**src/gsms_pkg.sv**
```systemverilog
// ----------------------------------------------------------------------------
// gsms_pkg
// Shared types and constants for the gauge stepper microstep sequencer.
// ----------------------------------------------------------------------------
package gsms_pkg;

    // Number of channels that carry limit registers (fixed by the register map).
    localparam int REG_CHANNELS = 4;

    // Register map: zero offsets first, then maximum positions.
    localparam int CFG_IDX_W             = 3;
    localparam int CFG_DATA_W            = 16;
    localparam int CFG_ZERO_OFFSET_BASE  = 0;
    localparam int CFG_MAX_POSITION_BASE = 4;

    localparam logic signed [15:0] ZERO_OFFSET_RST  = 16'sd0;
    localparam logic signed [15:0] MAX_POSITION_RST = 16'sd32767;

    typedef struct packed {
        logic [1:0]         channel;
        logic signed [15:0] target;
        logic               move_enable;
        logic               startup_mode;
        logic [14:0]        reload;
    } t_in_beat;

    typedef struct packed {
        logic [1:0]         out_channel;
        logic               stepped;
        logic [6:0]         phase_index;
        logic signed [15:0] position;
        logic [15:0]        steps_taken;
    } t_out_beat;

    // Per-channel state as held in the state memory.
    typedef struct packed {
        logic [15:0]        cnt;
        logic signed [7:0]  ph;
        logic signed [15:0] cd;
        logic signed [15:0] pos;
    } t_state;

    localparam int STATE_W = $bits(t_state);

    localparam t_state STATE_RST = '{
        cnt: 16'd0,
        ph:  -8'sd1,
        cd:  16'sd0,
        pos: 16'sd0
    };

endpackage

```
**src/gauge_stepper_microstep_sequencer_unit.sv**
```systemverilog
// ----------------------------------------------------------------------------
// gauge_stepper_microstep_sequencer_unit
// Per-channel microstep sequencer for gauge stepper motors, with the channel
// state held in a small synchronous memory.
// ----------------------------------------------------------------------------
// A result beat passes through the stage 1 register and the output register.
// Throughput: one beat per cycle while the output is not stalled, set by the
// single read-modify-write pass over the state memory (one read port, one
// write port, registered read). Back-to-back beats on the same channel are
// served by forwarding the value being written back, so no interlock bubble.
// Reset: synchronous, active low; the limit registers return to their reset
// values and every channel reads as its reset state at once (valid bits).
// ----------------------------------------------------------------------------
module gauge_stepper_microstep_sequencer_unit #(
    parameter int NUM_CHANNELS = 4,
    parameter int PHASE_COUNT  = 64,
    parameter int SKIP_AMOUNT  = 4
) (
    input  logic                                i_clk,
    input  logic                                i_rst_n,
    input  logic                                i_in_valid,
    output logic                                o_in_ready,
    input  gsms_pkg::t_in_beat                  i_in_beat,
    output logic                                o_out_valid,
    input  logic                                i_out_ready,
    output gsms_pkg::t_out_beat                 o_out_beat,
    input  logic                                i_cfg_we,
    input  logic [gsms_pkg::CFG_IDX_W-1:0]      i_cfg_idx,
    input  logic [gsms_pkg::CFG_DATA_W-1:0]     i_cfg_wdata
);

    localparam int AW = (NUM_CHANNELS > 1) ? $clog2(NUM_CHANNELS) : 1;

    // Limit registers: the user writes them only while the block is idle; the block itself does not enforce this.
    logic signed [15:0] r_zero_offset [gsms_pkg::REG_CHANNELS];
    logic signed [15:0] r_max_position [gsms_pkg::REG_CHANNELS];

    // Per-channel valid bits: a channel that has never been written back
    // reads as its reset state rather than the memory contents.
    logic [NUM_CHANNELS-1:0] r_vld;

    // Stage 1: the beat whose state is being read from the memory.
    logic                 r_s1_valid;
    gsms_pkg::t_in_beat   r_s1_beat;
    logic                 r_s1_vld;
    logic                 r_s1_fwd;
    gsms_pkg::t_state     r_s1_fwd_data;

    // Output register.
    logic                 r_out_valid;
    gsms_pkg::t_out_beat  r_out_beat;

    logic                 w_accept;
    logic                 w_s1_go;
    logic [AW+1:0]        w_in_ch_ext;
    logic [AW+1:0]        w_s1_ch_ext;
    logic [AW-1:0]        w_rd_addr;
    logic [AW-1:0]        w_wr_addr;
    logic                 w_in_ch_ok;
    logic                 w_s1_ch_ok;
    logic                 w_wr_en;
    logic [gsms_pkg::STATE_W-1:0] w_ram_rdata;
    gsms_pkg::t_state     w_cur;
    gsms_pkg::t_state     w_next;
    logic                 w_stepped;
    gsms_pkg::t_out_beat  w_out_beat;

    // Stage 1 moves on whenever the output register is empty or being
    // emptied; the input side takes a beat whenever stage 1 is empty or free to move.
    assign w_s1_go    = !r_out_valid || i_out_ready;
    assign o_in_ready = !r_s1_valid || w_s1_go;
    assign w_accept   = i_in_valid && o_in_ready;

    assign w_in_ch_ext = (AW + 2)'(i_in_beat.channel);
    assign w_s1_ch_ext = (AW + 2)'(r_s1_beat.channel);
    assign w_rd_addr   = w_in_ch_ext[AW-1:0];
    assign w_wr_addr   = w_s1_ch_ext[AW-1:0];
    assign w_in_ch_ok  = int'(i_in_beat.channel) < NUM_CHANNELS;
    assign w_s1_ch_ok  = int'(r_s1_beat.channel) < NUM_CHANNELS;

    // The write-back happens as stage 1 hands its result on. A channel that
    // is out of range leaves all state untouched.
    assign w_wr_en = r_s1_valid && w_s1_go && w_s1_ch_ok;

    gsms_ram #(
        .WIDTH (gsms_pkg::STATE_W),
        .DEPTH (NUM_CHANNELS)
    ) u_state_ram (
        .i_clk   (i_clk),
        .i_we    (w_wr_en),
        .i_waddr (w_wr_addr),
        .i_wdata (w_next),
        .i_re    (w_accept),
        .i_raddr (w_rd_addr),
        .o_rdata (w_ram_rdata)
    );

    // The memory read issued for a beat misses a write-back to the same
    // channel that lands on the same edge; that value is captured and used
    // in place of the read data.
    always_comb begin
        if (r_s1_fwd) begin
            w_cur = r_s1_fwd_data;
        end else if (r_s1_vld) begin
            w_cur = gsms_pkg::t_state'(w_ram_rdata);
        end else begin
            w_cur = gsms_pkg::STATE_RST;
        end
    end

    gsms_step #(
        .PHASE_COUNT (PHASE_COUNT),
        .SKIP_AMOUNT (SKIP_AMOUNT)
    ) u_step (
        .i_beat         (r_s1_beat),
        .i_cur          (w_cur),
        .i_zero_offset  (r_zero_offset[r_s1_beat.channel]),
        .i_max_position (r_max_position[r_s1_beat.channel]),
        .o_next         (w_next),
        .o_stepped      (w_stepped)
    );

    // An out-of-range channel echoes its number and reports zeros elsewhere.
    always_comb begin
        w_out_beat.out_channel = r_s1_beat.channel;
        if (w_s1_ch_ok) begin
            w_out_beat.stepped     = w_stepped;
            w_out_beat.phase_index = w_next.ph[6:0];
            w_out_beat.position    = w_next.pos;
            w_out_beat.steps_taken = w_next.cnt;
        end else begin
            w_out_beat.stepped     = 1'b0;
            w_out_beat.phase_index = 7'd0;
            w_out_beat.position    = 16'sd0;
            w_out_beat.steps_taken = 16'd0;
        end
    end

    // Configuration registers. Indices 0 to 3 select a zero offset and
    // 4 to 7 a maximum position.
    always_ff @(posedge i_clk) begin
        if (!i_rst_n) begin
            for (int i = 0; i < gsms_pkg::REG_CHANNELS; i++) begin
                r_zero_offset[i]  <= gsms_pkg::ZERO_OFFSET_RST;
                r_max_position[i] <= gsms_pkg::MAX_POSITION_RST;
            end
        end else if (i_cfg_we) begin
            if (int'(i_cfg_idx) < gsms_pkg::CFG_MAX_POSITION_BASE) begin
                r_zero_offset[i_cfg_idx[1:0]] <= i_cfg_wdata;
            end else begin
                r_max_position[i_cfg_idx[1:0]] <= i_cfg_wdata;
            end
        end
    end

    // Control state.
    always_ff @(posedge i_clk) begin
        if (!i_rst_n) begin
            r_vld       <= '0;
            r_s1_valid  <= 1'b0;
            r_s1_fwd    <= 1'b0;
            r_out_valid <= 1'b0;
        end else begin
            if (w_wr_en) begin
                r_vld[w_wr_addr] <= 1'b1;
            end
            if (o_in_ready) begin
                r_s1_valid <= i_in_valid;
                r_s1_fwd   <= w_accept && w_wr_en && (w_wr_addr == w_rd_addr);
            end
            if (w_s1_go) begin
                r_out_valid <= r_s1_valid;
            end
        end
    end

    // Payload registers.
    always_ff @(posedge i_clk) begin
        if (w_accept) begin
            r_s1_beat     <= i_in_beat;
            r_s1_vld      <= w_in_ch_ok ? r_vld[w_rd_addr] : 1'b0;
            r_s1_fwd_data <= w_next;
        end
        if (w_s1_go && r_s1_valid) begin
            r_out_beat <= w_out_beat;
        end
    end

    assign o_out_valid = r_out_valid;
    assign o_out_beat  = r_out_beat;

    // A full stage 1 that cannot move must hold the input side off.
    a_no_accept_when_blocked: assert property (@(posedge i_clk) disable iff (!i_rst_n)
        (r_s1_valid && !w_s1_go) |-> !o_in_ready)
        else $error("input beat taken while stage 1 is blocked");

    // Forwarded data is only ever attached to a live beat.
    a_fwd_needs_beat: assert property (@(posedge i_clk) disable iff (!i_rst_n)
        r_s1_fwd |-> r_s1_valid)
        else $error("forwarding flag set with stage 1 empty");

    // A write-back marks its channel valid for every later read.
    a_wb_sets_valid: assert property (@(posedge i_clk) disable iff (!i_rst_n)
        w_wr_en |=> r_vld[$past(w_wr_addr)])
        else $error("valid bit not set after write-back");

    // A step can only be reported for a channel that exists.
    a_step_in_range: assert property (@(posedge i_clk) disable iff (!i_rst_n)
        (o_out_valid && o_out_beat.stepped) |->
            (int'(o_out_beat.out_channel) < NUM_CHANNELS))
        else $error("step reported for an out-of-range channel");

endmodule

```
**src/gsms_ram.sv**
```systemverilog
// ----------------------------------------------------------------------------
// gsms_ram
// Generic single-write, single-read RAM with a registered read port.
// ----------------------------------------------------------------------------
module gsms_ram #(
    parameter int WIDTH = 8,
    parameter int DEPTH = 4
) (
    input  logic                                   i_clk,
    input  logic                                   i_we,
    input  logic [(DEPTH > 1 ? $clog2(DEPTH) : 1)-1:0] i_waddr,
    input  logic [WIDTH-1:0]                       i_wdata,
    input  logic                                   i_re,
    input  logic [(DEPTH > 1 ? $clog2(DEPTH) : 1)-1:0] i_raddr,
    output logic [WIDTH-1:0]                       o_rdata
);

    logic [WIDTH-1:0] r_mem [DEPTH];
    logic [WIDTH-1:0] r_rdata;

    always_ff @(posedge i_clk) begin
        if (i_we) begin
            r_mem[i_waddr] <= i_wdata;
        end
        if (i_re) begin
            r_rdata <= r_mem[i_raddr];
        end
    end

    assign o_rdata = r_rdata;

endmodule

```
**src/gsms_step.sv**
```systemverilog
// ----------------------------------------------------------------------------
// gsms_step
// Next-state logic for one tick of one channel: countdown, step direction,
// phase wrap and position clamp.
// ----------------------------------------------------------------------------
module gsms_step #(
    parameter int PHASE_COUNT = 64,
    parameter int SKIP_AMOUNT = 4
) (
    input  gsms_pkg::t_in_beat  i_beat,
    input  gsms_pkg::t_state    i_cur,
    input  logic signed [15:0]  i_zero_offset,
    input  logic signed [15:0]  i_max_position,
    output gsms_pkg::t_state    o_next,
    output logic                o_stepped
);

    localparam logic signed [7:0] PH_WRAP_NORMAL  = 8'(PHASE_COUNT - 1);
    localparam logic signed [7:0] PH_WRAP_STARTUP = 8'(PHASE_COUNT - SKIP_AMOUNT + 1);

    logic               w_move;
    logic               w_down;
    logic signed [16:0] w_cd_dec;
    logic               w_expired;
    logic [7:0]         w_sz8;
    logic signed [16:0] w_sz17;
    logic signed [7:0]  w_ph_dn;
    logic signed [7:0]  w_ph_up;
    logic signed [16:0] w_pos_dn;
    logic signed [16:0] w_pos_up;
    logic signed [7:0]  w_ph_new;
    logic signed [15:0] w_pos_new;

    assign w_move    = i_beat.move_enable && (i_beat.target != i_cur.pos);
    assign w_down    = i_beat.target < i_cur.pos;
    assign w_cd_dec  = {i_cur.cd[15], i_cur.cd} - 17'sd1;
    assign w_expired = w_cd_dec[16] || (w_cd_dec == 17'sd0);

    assign w_sz8  = i_beat.startup_mode ? 8'(SKIP_AMOUNT) : 8'd1;
    assign w_sz17 = i_beat.startup_mode ? 17'(SKIP_AMOUNT) : 17'sd1;

    assign w_ph_dn  = i_cur.ph - w_sz8;
    assign w_ph_up  = i_cur.ph + w_sz8;
    assign w_pos_dn = {i_cur.pos[15], i_cur.pos} - w_sz17;
    assign w_pos_up = {i_cur.pos[15], i_cur.pos} + w_sz17;

    always_comb begin
        if (w_down) begin
            if (w_ph_dn[7]) begin
                w_ph_new = i_beat.startup_mode ? PH_WRAP_STARTUP : PH_WRAP_NORMAL;
            end else begin
                w_ph_new = w_ph_dn;
            end
            // Only the bound in the direction of travel applies.
            if (w_pos_dn < $signed({i_zero_offset[15], i_zero_offset})) begin
                w_pos_new = i_zero_offset;
            end else begin
                w_pos_new = w_pos_dn[15:0];
            end
        end else begin
            if (int'(w_ph_up) >= PHASE_COUNT) begin
                w_ph_new = 8'sd0;
            end else begin
                w_ph_new = w_ph_up;
            end
            if (w_pos_up > $signed({i_max_position[15], i_max_position})) begin
                w_pos_new = i_max_position;
            end else begin
                w_pos_new = w_pos_up[15:0];
            end
        end
    end

    always_comb begin
        o_next    = i_cur;
        o_stepped = 1'b0;
        if (w_move) begin
            if (w_expired) begin
                o_stepped  = 1'b1;
                o_next.cd  = {1'b0, i_beat.reload};
                o_next.ph  = w_ph_new;
                o_next.pos = w_pos_new;
                o_next.cnt = i_cur.cnt + 16'd1;
            end else begin
                o_next.cd = w_cd_dec[15:0];
            end
        end
    end

endmodule
```
**config.mk**
```make
export PLATFORM = sky130hd
export DESIGN_NAME = gauge_stepper_microstep_sequencer_unit
export DESIGN_NICKNAME = d
export VERILOG_FILES = /design/src/gsms_pkg.sv /design/src/gauge_stepper_microstep_sequencer_unit.sv /design/src/gsms_ram.sv /design/src/gsms_step.sv
export SDC_FILE = /design/constraint.sdc
export NUM_CORES = 1
export LEC_CHECK = 0
export ABC_CLOCK_PERIOD_IN_PS = 8710
export BUFFER_PORTS_ARGS = -buffer_cell sky130_fd_sc_hd__buf_2
export CAP_MARGIN = 15
export CORE_ASPECT_RATIO = 1.25
export CORE_MARGIN = 2
export CORE_UTILIZATION = 55
export CTS_CLUSTER_DIAMETER = 40
export DETAILED_ROUTE_END_ITERATION = 10
export GPL_TIMING_DRIVEN = 0
export PLACE_DENSITY = 0.69
export REMOVE_ABC_BUFFERS = 1
export SYNTH_ARGS = -nofsm -noshare
export SYNTH_HDL_FRONTEND = slang
export SYNTH_HIERARCHICAL = 1
export SYNTH_SLANG_ARGS = --single-unit
```
**constraint.sdc**
```tcl
create_clock -name i_clk -period 8.71 [get_ports i_clk]
set_input_delay 1.3065 -clock i_clk [delete_from_list [all_inputs] [get_ports i_clk]]
set_output_delay 1.3065 -clock i_clk [all_outputs]
set_load 0.02 [all_outputs]
```
After elaboration in Yosys (flattened, before gate mapping). Memories as Yosys holds them, arrays and structs flattened. A register that Yosys moved wholly into a read port is not among the register bits. Index checks and enable logic that the tools add are counted.

Memory bits (writable): 352. Bits in registers: 141. Memories: 3. Bits of input ports: 59.

Add/subtract/negate cells: 6. Magnitude comparators: 8. Reductions and logical operators: 14. Equal/unequal tests: 2. Multiplexer cells: 39. Bitwise operators: 1.

Memory list: u_state_ram.r_mem (words 4, width 56, rd ports 1, clocked after Yosys merged registers in 1, wr ports 1, line gsms_ram.sv:18) `logic [WIDTH-1:0] r_mem [DEPTH];`; r_max_position (words 4, width 16, rd ports 1, clocked after Yosys merged registers in 1, wr ports 4, line gauge_stepper_microstep_sequencer_unit.sv:36) `logic signed [15:0] r_max_position [gsms_pkg::REG_CHANNELS];`; r_zero_offset (words 4, width 16, rd ports 1, clocked after Yosys merged registers in 1, wr ports 4, line gauge_stepper_microstep_sequencer_unit.sv:35) `logic signed [15:0] r_zero_offset [gsms_pkg::REG_CHANNELS];`.

Operators by type and width (count): two-way mux 56 bit (3); two-way mux 16 bit (7); OR reduction 16 bit (2); two-way mux 24 bit (1); two-way mux 8 bit (3); adder 17 bit (1); greater-than comparator 17 x 16 -> 1 bit (1); logical NOT 17 bit (1); < comparator 17 x 16 -> 1 bit (1); subtractor 16 x 2 -> 17 bit, second input constant (1); subtractor 17 bit (1); adder 16 x 1 -> 16 bit, second input constant (1); < comparator 16 bit (1); two-way mux 1 bit (16); inequality test 16 bit (1); two-way mux 2 bit (5); adder 8 x 3 -> 8 bit (1); greater-or-equal comparator 8 bit, second input constant (1); subtractor 8 bit (1); logical AND 1 bit (6); < comparator 2 x 3 -> 1 bit, second input constant (2); two-way mux 3 bit (2); bitwise OR 4 bit (1); logical OR 1 bit (3); other kinds (6) (7).

Logic depth before layout (Yosys ltp).
Depth after elaboration: 8. Gate-level depth with buffers: 20. Depth with buffers taken out: 17.

Hierarchy. The synthesis kept the hierarchy.

Modules (own cells, without submodules): gauge_stepper_microstep_sequencer_unit (times used 1, seq. area each 8047.7 sq um, area an instance 10568.9 sq um, cells an instance 592); gsms_ram (times used 1, seq. area each 8408.1 sq um, area an instance 9828.2 sq um, cells an instance 352); gsms_step (times used 1, seq. area each 0.0 sq um, area an instance 4244.1 sq um, cells an instance 614).

Worst setup path before layout. No wires, ideal clock.

Path kind: input-to-reg. Start point: input i_out_ready. End point: memory u_state_ram/r_mem[0][0] (netlist name), enable pin. Data required time: 8.159 ns. Library setup time: 0.551 ns. Path buffers: 0. Stages: 3. Arrival time: 6.772 ns. Setup slack: 1.388 ns. Cells stage by stage: nand2b_1 and2_1 nor3b_1.

Cells in the longest elaborated chain, start to end: 4.

Ends and longest elaborated chain: from (decl) (line gauge_stepper_microstep_sequencer_unit.sv:25) `input logic i_out_ready,`; logical OR 1 bit (line gauge_stepper_microstep_sequencer_unit.sv:70) `assign w_s1_go = !r_out_valid || i_out_ready;`; logical AND 1 bit (line gauge_stepper_microstep_sequencer_unit.sv:83) `assign w_wr_en = r_s1_valid && w_s1_go && w_s1_ch_ok;`; via w_wr_en (line gauge_stepper_microstep_sequencer_unit.sv:61) `logic w_wr_en;`; two-way mux 1 bit (line gsms_ram.sv:22) `if (i_we) begin`; two-way mux 1 bit (implied by the code) (line gsms_ram.sv:23) `r_mem[i_waddr] <= i_wdata;`; to (decl) (line gsms_ram.sv:18).

The timed path passes the listed nets, and every way through them passes these cells.

==> impl_metrics.ini <==
[floorplan]
die_x_um = 193.3
dieArea_mm2 = 0.04652
core_mm2 = 0.04412
start_util_pct = 55.85
fp-row-count = 86
boundaryPins = 103
die_height_um = 240.7

[global_route]
grt_max_degree = 60
first_global_vias = 14630
antenna_found_initial = 0
grt_overflow = 0
grt_pass1_wl_mm = 82.46
grt_usage_pct = 23.28

[drt]
drt_wl_total_mm = 53.20
drtPass1Iterations = 7
highest_layer = met4
vias = 13920
wl_met3_mm = 2.253
wl_met2_mm = 28.38
avgViaCountPerCell = 6.056
drt-initial-drc-count = 913
wl_per_cell_um = 23.15
wl_met1_mm = 20.88
ant_nets = 0
drc = 0

[synth]
synth_top_cell_by_area = edfxtp_1
synthArstFlopShare_pct = 0
synth_common_cells = edfxtp_1, mux4_2, inv_1
ys.flop_type = edfxtp_1
syn_area_mm2 = 0.02464
ys_top_cells_by_area = edfxtp_1, mux4_2, ha_1
avgSynthCellArea_um2 = 15.82
yosysUniqueCellTypes = 83
synth_edf_count = 542
yosysMostFrequentCell = edfxtp_1
seq_area_frac_synth_pct = 66.78
ys_warn_count = 6
yosysTopAreaCellShare_pct = 66.05
syn_inst = 1558
ys_ff_latch = 551

[final_layout]
fin_area_mm2 = 0.02816
n_antenna_cell = 0
finalNonFillerCells = 2298
syn2layout_area_growth_pct = 14.28
n_fill_cell = 3157
drive_gt1_share_pct = 22.25
utilization_pct = 63.83
fin_nets = 1796

[timing]
fin_skew_ns = 0.02945
finalCritPeriodShare_pct = 74.12
relSlewSlack_pct = 26.84
fmax_ghz = 0.1549
finalMaxSlewViolations = 0
period_minus_slack_ns = 6.456
final_hold_viol_count = 0
finalSetupViolCount = 0
totalNegativeSetupSlack_ns = 0
max_slew.worst_pin.slew_ns = 1.094
grt_setup_unrepaired = no

[cts]
clock_sinks = 551
post_cts_buffers = 0
ctsResizeCount = 0
htree_num_levels = 3
path_clk_slew_ns = 0.06
clockRootBuffer = clkbuf_16
numCtsBuffers = 67
clockBufferDepth = 3
cts_hold_buf = 0
clk_latency_ns = 0.60
cts_tree = done

[setup_path]
rr_worst_depth = 15
crit_type = reg2reg
worstPathMaxFanout = 59
cp_data_required_time_ns = 8.99
end_kind = flop
cp_data_arrival_time_ns = 6.74
r2r_slack_ns = 2.25
worstSetupStartpointType = flop

[placed_design]
finalWeightedCongestion = 0.8685
placed_area_mm2 = 0.02592
dp.cells = 2173
place_hpwl_mm = 34.02
numPortBuffers = 102

[min_path]
hold_class = reg2reg
whs_path_depth = 2

[power]
cellPowerDensity_mw_per_mm2 = 234.2
p_total_mw = 6.596
p_leak_nw = 10.04
peakVddDrop_mv = 0.2161

[status]
status = finished, final reports clean

[job]
maxCapViolations = 0
[path summary, 6_finish.rpt]
kind                            startpoint                to
worst max register to register    r_s1_fwd  r_s1_fwd_data[4]
worst min-delay path              r_vld[1]          r_vld[1]
worst min register to register    r_vld[1]          r_vld[1]
worst max-delay path              r_s1_fwd  r_s1_fwd_data[4]
[power by group]
part	internal [mW]	total, mW	switching, mW
combinational	0.278	0.714	0.437
clock	1.64	2.74	1.11
sequential	3.09	3.14	0.0493
total	5.00	6.60	1.59
[flip-flops by register name, indices dropped and copies added, names as in the netlist, 2 cells and up, named ones only]
register             flops
o_out_beat              42
r_s1_beat               33
u_state_ram/r_mem      224
w_wr_addr                2
r_s1_fwd_data           56
u_state_ram/o_rdata     56
r_zero_offset           64
r_max_position          64
r_vld                    4
[kinds of logic (layout without fill, tap and decap cells)]
family                   after synthesis  in the layout  synth area share [%]
AO/OA/AOI/OAI                        251            251                 7.444
buffers and inverters                169            337                 3.229
AND/OR/NAND/NOR                      362            362                 8.475
multiplexers                         111            111                 9.043
XOR/XNOR                              50             50                 1.777
flip-flops                           551            551                 66.78
adder cells (fa/ha/maj)               64             64                 3.250
[layer usage]
metal | up-vias | global-route usage [%]
met5 | - | 0
met4 | 0 | 10.11
met3 | 104 | 3.158
met2 | 409 | 42.41
met1 | 7011 | 27.86
li1 | 6393 | -
[stage by stage]
step	hold WS [ns]	worst slack (ns)
after floorplan	0.4179	1.388
final	0.4617	2.254
after detailed placement	0.4502	2.028
after CTS	0.4636	1.983
after global placement	0.4343	-3.259
after global routing	0.4951	2.012
[area by class of cell]
class,count,area [um^2],area share [%]
clock buffers,76,1763,6.261
clock inverters,46,461.7,1.640
inverters,85,334.1,1.186
multi-input cells,838,7442,26.43
flip-flops and latches,551,16460,58.46
well taps,572,715.7,2.542
repair buffers,130,980.9,3.484
[worst max-delay path, cell delays in order (launching register included)]
cell,delay (ns)
dfxtp_4,0.88
nor2b_4,0.30
a22o_1,0.32
ha_1,0.24
nor3_1,0.54
a21boi_1,0.65
nand4_1,0.20
xnor2_1,0.21
ha_1,0.34
nand4_1,0.16
o22ai_1,0.33
o311a_1,0.26
a211o_1,0.69
mux2i_1,0.15
o21ai_0,0.19
a2bb2oi_1,0.62
[placed cells by master (no fill, tap or decap), types with 8 or more instances in the layout]
cell,n
a21oi_1,43
a22o_1,50
a22oi_1,8
a2bb2oi_1,15
a311oi_1,8
and2_1,64
and3_1,12
buf_2,101
buf_8,8
clkbuf_16,69
clkinv_1,11
clkinv_4,8
edfxtp_1,542
ha_1,64
inv_1,82
inv_6,12
mux2i_1,19
mux4_2,89
nand2_1,43
nand2b_1,11
nand3_1,32
nand4_1,21
nor2_1,30
nor3_1,33
o211ai_1,12
o21ai_0,38
or2_1,8
or2_2,24
or3_1,35
xnor2_1,48
(Power assumes the default switching activity.)
